**src/hw/rtl/swnws_pkg.sv**
```systemverilog
package swnws_pkg;

	localparam int POSITION_WIDTH = 48;
	localparam int FRACTION_BITS  = 16;
	localparam int QUEUE_DEPTH    = 4;
	localparam int SWING_WIDTH    = 16;
	localparam int CFG_IDX_WIDTH  = 2;
	localparam int OUT_DATA_WIDTH = 16;

	localparam logic [SWING_WIDTH-1:0] SWING_LIMIT = 16'd39321;

	typedef enum logic [CFG_IDX_WIDTH-1:0] {
		REG_SIXTEENTH = 2'd0,
		REG_SWING     = 2'd1
	} cfg_reg_t;

endpackage

```
**src/hw/rtl/swnws_queue.sv**
```systemverilog
module swnws_queue #(
	parameter int WIDTH = 190,
	parameter int DEPTH = swnws_pkg::QUEUE_DEPTH
) (
	input  logic             clk,
	input  logic             arst_n,
	input  logic             in_valid,
	output logic             in_ready,
	input  logic [WIDTH-1:0] in_data,
	output logic             out_valid,
	input  logic             out_ready,
	output logic [WIDTH-1:0] out_data
);

	localparam int AW = $clog2(DEPTH);

	logic [WIDTH-1:0] mem [DEPTH];
	logic [AW-1:0]    wr_ptr_q;
	logic [AW-1:0]    rd_ptr_q;
	logic [AW:0]      count_q;
	logic             push;
	logic             pop;

	assign in_ready  = count_q != (AW+1)'(DEPTH);
	assign out_valid = count_q != '0;
	assign out_data  = mem[rd_ptr_q];
	assign push      = in_valid && in_ready;
	assign pop       = out_valid && out_ready;

	always_ff @(posedge clk or negedge arst_n) begin
		if (!arst_n) begin
			wr_ptr_q <= '0;
			rd_ptr_q <= '0;
			count_q  <= '0;
		end else begin
			if (push) begin
				wr_ptr_q <= (wr_ptr_q == AW'(DEPTH-1)) ? '0 : wr_ptr_q + 1'b1;
			end
			if (pop) begin
				rd_ptr_q <= (rd_ptr_q == AW'(DEPTH-1)) ? '0 : rd_ptr_q + 1'b1;
			end
			if (push && !pop) begin
				count_q <= count_q + 1'b1;
			end else if (pop && !push) begin
				count_q <= count_q - 1'b1;
			end
		end
	end

	always_ff @(posedge clk) begin
		if (push) begin
			mem[wr_ptr_q] <= in_data;
		end
	end

endmodule

```
**config.mk**
```make
export PLATFORM = sky130hd
export DESIGN_NAME = swnws_queue
export DESIGN_NICKNAME = d
export VERILOG_FILES = /design/src/hw/rtl/swnws_pkg.sv /design/src/hw/rtl/swnws_queue.sv
export SDC_FILE = /design/constraint.sdc
export NUM_CORES = 1
export LEC_CHECK = 0
export BUFFER_PORTS_ARGS = -buffer_cell sky130_fd_sc_hd__buf_2
export CORE_UTILIZATION = 56
export CTS_CLUSTER_SIZE = 30
export DETAILED_ROUTE_END_ITERATION = 12
export PLACE_DENSITY = 0.78
export SLEW_MARGIN = 20
export SYNTH_ARGS = -nofsm -noshare
export SYNTH_HDL_FRONTEND = slang
export SYNTH_SLANG_ARGS = --single-unit
```
**constraint.sdc**
```tcl
create_clock -name clk -period 8.8 [get_ports clk]
set_clock_uncertainty 0.1 [all_clocks]
set_input_delay 1.32 -clock clk [delete_from_list [all_inputs] [get_ports clk]]
set_output_delay 1.32 -clock clk [all_outputs]
set_load 0.03 [all_outputs]
```
==> results by group <==
Worst setup path
  – Crit path max-delay family: flip-flops
  – Worst Setup Path Type: reg2out
  – Crit path buf inv count: 2
  – CP required: around 7400 ps
  – CP Cell Sequence: buf_12 -> mux4_2 -> buf_2
  – CP max stage cell: dfrtp_4
  – CP Capture Type: output pin
  – CP Max Fanout: about 110
  – Slowest Stage Delay on Critical Path: roughly 940 ps
  – Crit path DAT: about 3300 ps
  – CP startpoint kind: register

Routing
  – Initial DRT Pass Iterations: 4
  – Drt via density: 5.66
  – Routed wl met3: between 4000 and 5000 um
  – DRT iter0 DRCs: 895
  – Routed wl met2: around 27000 um
  – Remaining antenna violation count: 0
  – Final WL: around 53000 um
  – Post-Route M1 WL: around 20000 um
  – Remaining DRCs: 0
  – Total number of vias: 12400
  – Top Metal Used: met5
  – WL/cell: between 20 and 25 um

Timing
  – Final setup viols: 0
  – Final Cycle Share: between 50 and 60%
  – FMAX: between 200 and 250 MHz
  – Final hold vios: 0
  – Pins Over Slew Limit: 0
  – RSZ-0062 raised after global routing: no
  – Worst Tran Pin Value: roughly 1000 ps
  – TNS Setup: 0 ps
  – Crit path time final: ~4700 ps
  – Slew Limit Headroom: 30.9%

Power
  – Power per cell area: approximately 370 nW/um2
  – Pleak: 11.1 nW
  – Maximum VDD drop: about 0.35 mV

Worst hold path
  – Hold Crit Class: reg2reg

Layout
  – Post-route cell area: ~33000 um2
  – Share of cells above drive strength 1: a little under half
  – Nets: roughly 1700
  – Commonest non-fill, non-tap cell in the layout: edfxtp_1
  – Syn-to-layout area delta: 17.9%
  – Most frequent cells in the layout: edfxtp_1, buf_2, mux4_2
  – Final-layout fill cell count: ~3000

GRT
  – Vias in the first global route: around 13000
  – Pin count of the biggest net entering global routing: ~110
  – First-pass GRT wire length: 78500 um
  – Gr usage total: 21.2%
  – GRT Residual Overflow: 0
  – Initial antenna violation count: 11

Die
  – Die area: 50700 um2
  – Die height: around 230 um
  – Initial core utilization: a little under three fifths
  – Top-level port count: about 390
  – Chip width: 225 um
  – Num rows: 81
  – Core box area: between 40000 and 50000 um2

Clock network
  – Clk_lat worst skew: between 600 and 700 ps
  – # Post-CTS Setup Buffers: 0
  – CTS Buf Count: 76
  – Clock sink count: about 770
  – H-Tree Depth: 3
  – CTS tree: done
  – Hold buffers post-CTS: 0
  – Post-CTS sizing: 0
  – Clock slew at reported path FFs: around 60 ps
  – Clock root buffer: clkbuf_16
  – Clock Tree Buf Depth: 3

Yosys
  – Yosys warns: 0
  – Synth Area in XOR/XNOR: less than 1%
  – Syn nets: ~1200
  – Multiplexer share of the synthesized area: between 10% and 20%
  – Post-synthesis adder-cell area fraction: less than 1%
  – Mapped Avg Cell Area: around 27 um2
  – FF+latch count, synth: 767
  – Cell Area, Synth: around 28000 um2
  – Synth area leaders: edfxtp_1, mux4_2, buf_6
  – Post-synthesis compound-gate area fraction: 0%
  – Synth Area in Simple Gates: less than 1%
  – Area leader, netlist: edfxtp_1
  – Unique masters post-synth: 21
  – Largest family of logic cells by synthesized area: multiplexers
  – Synthesized instance count: between 1000 and 1500
  – Share of the synthesized area in the top cell type: between 80% and 90%
  – Seq/Total Area, Yosys: slightly above 80%

Job
  – Max-Cap Viols: 0

Placed design
  – Dpl hpwl: approximately 31000 um
  – Final Wtd Congestion: 0.778
  – Placed Instance Area: between 30000 and 40000 um2
  – Port buffer count: between 300 and 400

Status
  – Status: completed
## cells in the mapped netlist
master / instances
and3_2: 4
dfrtp_1: 7
fa_1: 1
and2_4: 1
mux4_2: 190
buf_4: 1
buf_1: 16
buf_6: 20
buf_2: 5
ha_1: 6
clkbuf_1: 1
or3_2: 1
mux2_2: 3
inv_1: 3
mux2_4: 2
edfxtp_1: 760
or3b_4: 1
nor2_1: 3
xnor2_1: 1
xor2_1: 2
nand2_1: 1
## state kept, by name (all words and copies together), names as in the netlist
name / cells
rd_ptr_q: 2
wr_ptr_q: 2
count_q: 3
mem: 760
## cell families (layout without fill, tap and decap cells)
family,Yosys count,after routing
buffers and inverters,46,543
adders and majority gates,7,7
DFF,767,767
xor gates and xnor gates,3,3
other,0,4
muxes,195,195
and+or+nand+nor,11,11
## final timing paths
kind                             startpoint      endpoint  slack, ps  cells after the start
worst max-delay path            rd_ptr_q[0]  out_data[81]       4070                      3
worst min register to register   count_q[2]    count_q[2]        390                      1
worst min-delay path             count_q[2]    count_q[2]        390                      1
worst max register to register   count_q[2]    mem[0][28]       5400                      4
min in group asynchronous            arst_n   wr_ptr_q[1]        440                      1
max in group asynchronous            arst_n   rd_ptr_q[1]       7970                      1
## power breakdown
group	switching [mW]	leakage (nW)	internal [mW]	total [mW]
logic	2.59	2.93	1.42	4.01
clock network	1.29	1.17	1.78	3.07
registers	0.274	7.04	4.83	5.10
## per-stage QoR
step	hold WS [ps]	setup WS (ps)	util (%)	cells	power, mW
global route	409	3800	67.0	2191	12.7
finish	391	4070	67.0	2194	12.2
detailed placement	384	4590	62.1	2051	9.23
global placement	367	4570	62.1	2051	9.18
floorplan	347	4610	-	1029	8.14
CTS	393	3920	67.0	2190	12.3
## per-layer routing
metal	track usage (%)	vias up
met5	0	-
met4	7.13	14
met3	6.82	104
met2	34.6	478
met1	27.2	6473
li1	-	5359
## layout make-up
type / instances / area, um2 / area share (%)
repair buffers: 401 / 2060 / 6.27
diodes: 4 / 10.0 / 0.0305
clock inverters: 41 / 359 / 1.09
inverters: 3 / 11.3 / 0.0343
multi-input cells: 216 / 4550 / 13.9
clock buffers: 98 / 2030 / 6.17
well taps: 664 / 831 / 2.53
flip-flops and latches: 767 / 23000 / 70.0
## worst register-to-register path, delay by kind of cell (launching register included)
kind,cells,cell delay [ps]
AND/OR/NAND/NOR,2,940
flip-flops,1,400
buffers and inverters,2,1520
No activity file was read; power rests on OpenSTA's default activity.
