===== config.mk =====
export PLATFORM = sky130hd
export DESIGN_NAME = swnws_front
export DESIGN_NICKNAME = d
export VERILOG_FILES = /design/src/hw/rtl/swnws_pkg.sv /design/src/hw/rtl/swnws_front.sv
export SDC_FILE = /design/constraint.sdc
export NUM_CORES = 1
export LEC_CHECK = 0
export BUFFER_PORTS_ARGS = -buffer_cell sky130_fd_sc_hd__buf_2
export CORE_AREA = 2 2 168 170
export CTS_BUF_LIST = sky130_fd_sc_hd__clkbuf_16
export DETAILED_ROUTE_END_ITERATION = 10
export DIE_AREA = 0 0 170 172
export SKIP_LAST_GASP = 1
export SYNTH_ARGS = -nofsm -noshare
export SYNTH_HDL_FRONTEND = slang
export SYNTH_SLANG_ARGS = --single-unit

===== constraint.sdc =====
create_clock -name clk -period 5 [get_ports clk]
set_input_delay 0.25 -clock clk [delete_from_list [all_inputs] [get_ports clk]]
set_output_delay 0.25 -clock clk [all_outputs]
set_load 0.005 [all_outputs]

===== src/hw/rtl/swnws_pkg.sv =====
package swnws_pkg;

	localparam int POSITION_WIDTH = 48;
	localparam int FRACTION_BITS  = 16;
	localparam int QUEUE_DEPTH    = 4;
	localparam int SWING_WIDTH    = 16;
	localparam int CFG_IDX_WIDTH  = 2;
	localparam int OUT_DATA_WIDTH = 16;

	localparam logic [SWING_WIDTH-1:0] SWING_LIMIT = 16'd39321;

	typedef enum logic [CFG_IDX_WIDTH-1:0] {
		REG_SIXTEENTH = 2'd0,
		REG_SWING     = 2'd1
	} cfg_reg_t;

endpackage


===== src/hw/rtl/swnws_front.sv =====
module swnws_front #(
	parameter int POSITION_WIDTH = swnws_pkg::POSITION_WIDTH,
	parameter int IN_WIDTH       = 240,
	parameter int QUEUE_WIDTH    = 190
) (
	input  logic                   clk,
	input  logic                   arst_n,
	input  logic                   s_tvalid,
	output logic                   s_tready,
	input  logic [IN_WIDTH-1:0]    s_tdata,
	input  logic [1:0]             s_tuser,
	output logic                   q_valid,
	input  logic                   q_ready,
	output logic [QUEUE_WIDTH-1:0] q_data
);

	localparam int W = POSITION_WIDTH;

	logic [W-1:0]           clip_start;
	logic [W-1:0]           note_offset;
	logic [W-1:0]           note_length;
	logic [6:0]             pitch;
	logic [6:0]             velocity;
	logic [7:0]             clip_lane;
	logic [7:0]             track_lane;
	logic [W-1:0]           window_start;
	logic [15:0]            block_length;
	logic [W:0]             pos_sum;
	logic [W-1:0]           pos;
	logic                   pass;
	logic                   adv;
	logic                   v_s1;
	logic [QUEUE_WIDTH-1:0] pay_s1;

	assign clip_start   = s_tdata[W-1:0];
	assign note_offset  = s_tdata[2*W-1:W];
	assign note_length  = s_tdata[3*W-1:2*W];
	assign pitch        = s_tdata[3*W+6:3*W];
	assign velocity     = s_tdata[3*W+13:3*W+7];
	assign clip_lane    = s_tdata[3*W+21:3*W+14];
	assign track_lane   = s_tdata[3*W+29:3*W+22];
	assign window_start = s_tdata[4*W+29:3*W+30];
	assign block_length = s_tdata[4*W+45:4*W+30];

	assign pos_sum = {1'b0, clip_start} + {1'b0, note_offset};
	assign pos     = pos_sum[W] ? {W{1'b1}} : pos_sum[W-1:0];
	assign pass    = s_tuser[0] && s_tuser[1] && (clip_lane == track_lane);

	assign adv      = !v_s1 || q_ready;
	assign s_tready = adv;
	assign q_valid  = v_s1;
	assign q_data   = pay_s1;

	always_ff @(posedge clk or negedge arst_n) begin
		if (!arst_n) begin
			v_s1 <= 1'b0;
		end else if (adv) begin
			v_s1 <= s_tvalid && pass;
		end
	end

	always_ff @(posedge clk) begin
		if (adv) begin
			pay_s1 <= {block_length, window_start, velocity, pitch, note_length, pos};
		end
	end

endmodule


==> reports/summary.txt <==
Final instance area: 0.0127 sq mm
Grt total ovfl: 0
Seq cells post-synth: 175
Post-DRT Antenna Nets: 0
Post-CTS Setup Bufs: 0
Iter 0 DRT Violations: 424
Residual DRC: 0
# setup viols final: 0
Critical-path maximum fanout: 24
Adder-cell share of the synthesized area: 0.0730
Die Wd: 170 microns
Post-Place Cells: 1395
Final worst clock skew: 0.00991 ns
R2R setup slack: 3.04 ns
Clk buf depth: 2
Share of post-route cells with drive strength above 1: 0.396
First-pass GRT wire length: 40.4 mm
Hold path endpoint: q_valid$_DFFE_PN0P_
Most frequent cell after synthesis: edfxtp_1
Leakage: 5.69 nW
Placer Congestion: 0.864
Status: complete, no violations
Initial Util: 0.310
Pwr/cell area: 306 mW/mm^2
Setup crit start kind: input port
Critical R2R Capture: q_data[125]$_DFFE_PP_
Die height: 172 microns
DP Area: 0.0109 sq mm
Hold WC Path Type: in -> reg
Clock slew at the register clock pins of the worst setup and hold paths: 0.07 ns
Most used DFF post-synth: edfxtp_1
Worst path arrival time: 3.47 ns
Mean number of vias per cell: 4.65
P&R area growth vs syn: 49.8%
Max Clk Rate: 0.303 GHz
Boundary Pins: 438
Simple-Gate Fraction of Synth Area: 0.0912
Count of cell types in the netlist: 60
Worst Reg-to-Reg Cells: 2
EDFF count, synth: 174
Fillers: 2519
CTS Buf Count: 17
Drt first pass iters: 5
GRT Overall Usage: 0.184
Worst slew pin tran: 0.752 ns
Crit Reg-Reg Startpoint: q_valid$_DFFE_PN0P_
Vias in the first global route: 7128
Top-area cell type share of the netlist area: 0.614
Total negative setup slack: 0 ns
Vias post-DR: 7258
Top cells by area in the synthesized netlist: edfxtp_1 61%, ha_1 7.1%, a21oi_1 3.4%
Max Slew Vio Count: 0
YS warnings: 0
Post-layout nets: 1490
WS Path Type: in -> reg
Routed WL: 28.1 mm
Sequential area share after synthesis: 0.617
Root buf cell: clkbuf_16
Post-synthesis xor/xnor area fraction: 0.0494
Max VDD drop: 0.219 mV
Crit end category: flop
Final hold vios: 0
Cell Count, Final, Fillers Out: 1560
Sequential cell area: 0.00525 sq mm
WP data required: 5.18 ns
WL per Instance: 18.0 microns
Most frequent cells after synthesis: 174 x edfxtp_1, 58 x a21oi_1, 58 x nand2_1
Complex-gate fraction of the synthesized area: 0.126
TritonCTS clock tree: done
Largest net degree at the start of global routing: 56
Unrepaired setup endpoints after global routing: no
Largest family of logic cells by synthesized area: compound AO/OA/AOI/OAI gates
Synth Area per Inst: 13.1 sq um
Worst-Skew Late Latency: 0.43 ns
Final period utilization: 0.660
Multi-input logic area: 0.00301 sq mm
Async set-or-reset flop fraction in the synthesized netlist: 0.00571
Synth area leader: edfxtp_1
Count of input and output buffers: 419
Hold_sp: s_tuser[1]
Site row count: 61
Post-synthesis instance area: 0.00850 sq mm
Hold path cells: 3
DP HPWL: 21.8 mm
Headroom to the max-slew limit: 0.494
CTS Sinks: 175
Post-CTS Resized: 0
Initial antenna violation count: 4
Min cycle time layout: 3.30 ns
Cells after Synth: 650
Max H-tree Level: 4
Mux cell area share after synthesis: 0.00603
# Max-Cap Violations: 0
Core ar.: 0.0275 sq mm
Full die area: 0.0292 sq mm
-- cell usage in the layout, fill, tap and decap left out, types with 3 or more instances in the layout --
cell type        n
and4_1           3
and3_1          12
diode_2          6
nand3_1         19
o21ai_0         20
clkbuf_16       17
nand2_2         10
inv_1           18
nand4_1          8
and2_1           3
o31ai_1          5
buf_2          419
mux2i_1          4
o21ai_2          3
o21bai_1         8
o211ai_1         3
o21a_1           8
nor3_1           6
nor2_1          17
dlygate4sd3_1  127
nand2b_1         6
xnor2_1         29
a31oi_1          6
or2_2            4
ha_1            48
clkinvlp_4       3
conb_1          16
a21oi_1         58
xor2_1          19
edfxtp_1       174
buf_4            3
a211o_1          4
a21o_1          20
clkinv_4         3
nand2_1         58
-- timing repair --
item	in CTS	in global routing
endpoints found under the hold margin	127	0
hold buffers	127	0
setup endpoints to repair	0	0
-- per-stage QoR --
step	util	power [mW]	hold slack (ns)	setup WS [ns]
5_1_grt	0.464	4.09	0.0735	1.47
2_1_floorplan	-	2.22	-0.0456	2.03
3_3_place_gp	0.396	2.56	0.0262	1.25
3_5_place_dp	0.396	2.57	0.0266	1.23
4_1_cts	0.463	3.94	0.0682	1.69
6_report	0.464	3.90	0.0890	1.70
-- how the worst max path moves through the flow --
stage                              from                        to  slack [ns]  cells after the start
CTS                          s_tdata[0]  q_data[41]$_SDFFCE_PP1P_        1.69                     13
detailed placement           s_tdata[0]  q_data[41]$_SDFFCE_PP1P_        1.23                     13
global placement             s_tdata[0]  q_data[41]$_SDFFCE_PP1P_        1.25                     13
global route                 s_tdata[0]  q_data[41]$_SDFFCE_PP1P_        1.47                     13
floorplan           q_valid$_DFFE_PN0P_   q_data[0]$_SDFFCE_PP1P_        2.03                      1
finish                       s_tdata[0]  q_data[41]$_SDFFCE_PP1P_        1.70                     13
-- logic make-up after synthesis --
logic type	Yosys count
mux	5
compound gates	160
fa+ha+maj	49
flops	175
simple gates	157
buf+inv	55
other cells	1
xor+xnor	48
-- final cells by class --
class / count / area share
clock inverters: 15 / 0.0110
flip-flops and latches: 175 / 0.412
diodes: 6 / 0.00118
well taps: 346 / 0.0340
clock buffers: 17 / 0.0334
repair buffers: 550 / 0.268
inverters: 16 / 0.00471
multi-input cells: 435 / 0.236
-- critical path: stages --
cell	delay [ns]
buf_2	0.10
ha_1	0.22
fa_1	0.41
a21oi_1	0.22
o22ai_1	0.22
o211ai_1	0.36
o211ai_2	0.20
a221oi_2	0.35
nor2_2	0.13
nand3_1	0.08
and3_2	0.57
buf_12	0.26
o21ai_0	0.10
-- metal layers --
| layer | vias up | share of wire | GRT usage |
|---|---|---|---|
| met5 | - | 0 | 0 |
| met4 | 0 | 0.026 | 0.0795 |
| met3 | 45 | 0.063 | 0.0419 |
| met2 | 275 | 0.53 | 0.331 |
| met1 | 3416 | 0.38 | 0.211 |
| li1 | 3522 | - | - |
-- report_power, final --
part,switching (mW),internal (mW)
sequential,0.0337,1.76
clock,0.590,0.692
combinational,0.431,0.399
total,1.05,2.85
-- flip-flops by register name, summed over array words and instances (netlist names) --
register	flops
q_data	174
q_valid	1
(Power assumes the default switching activity.)
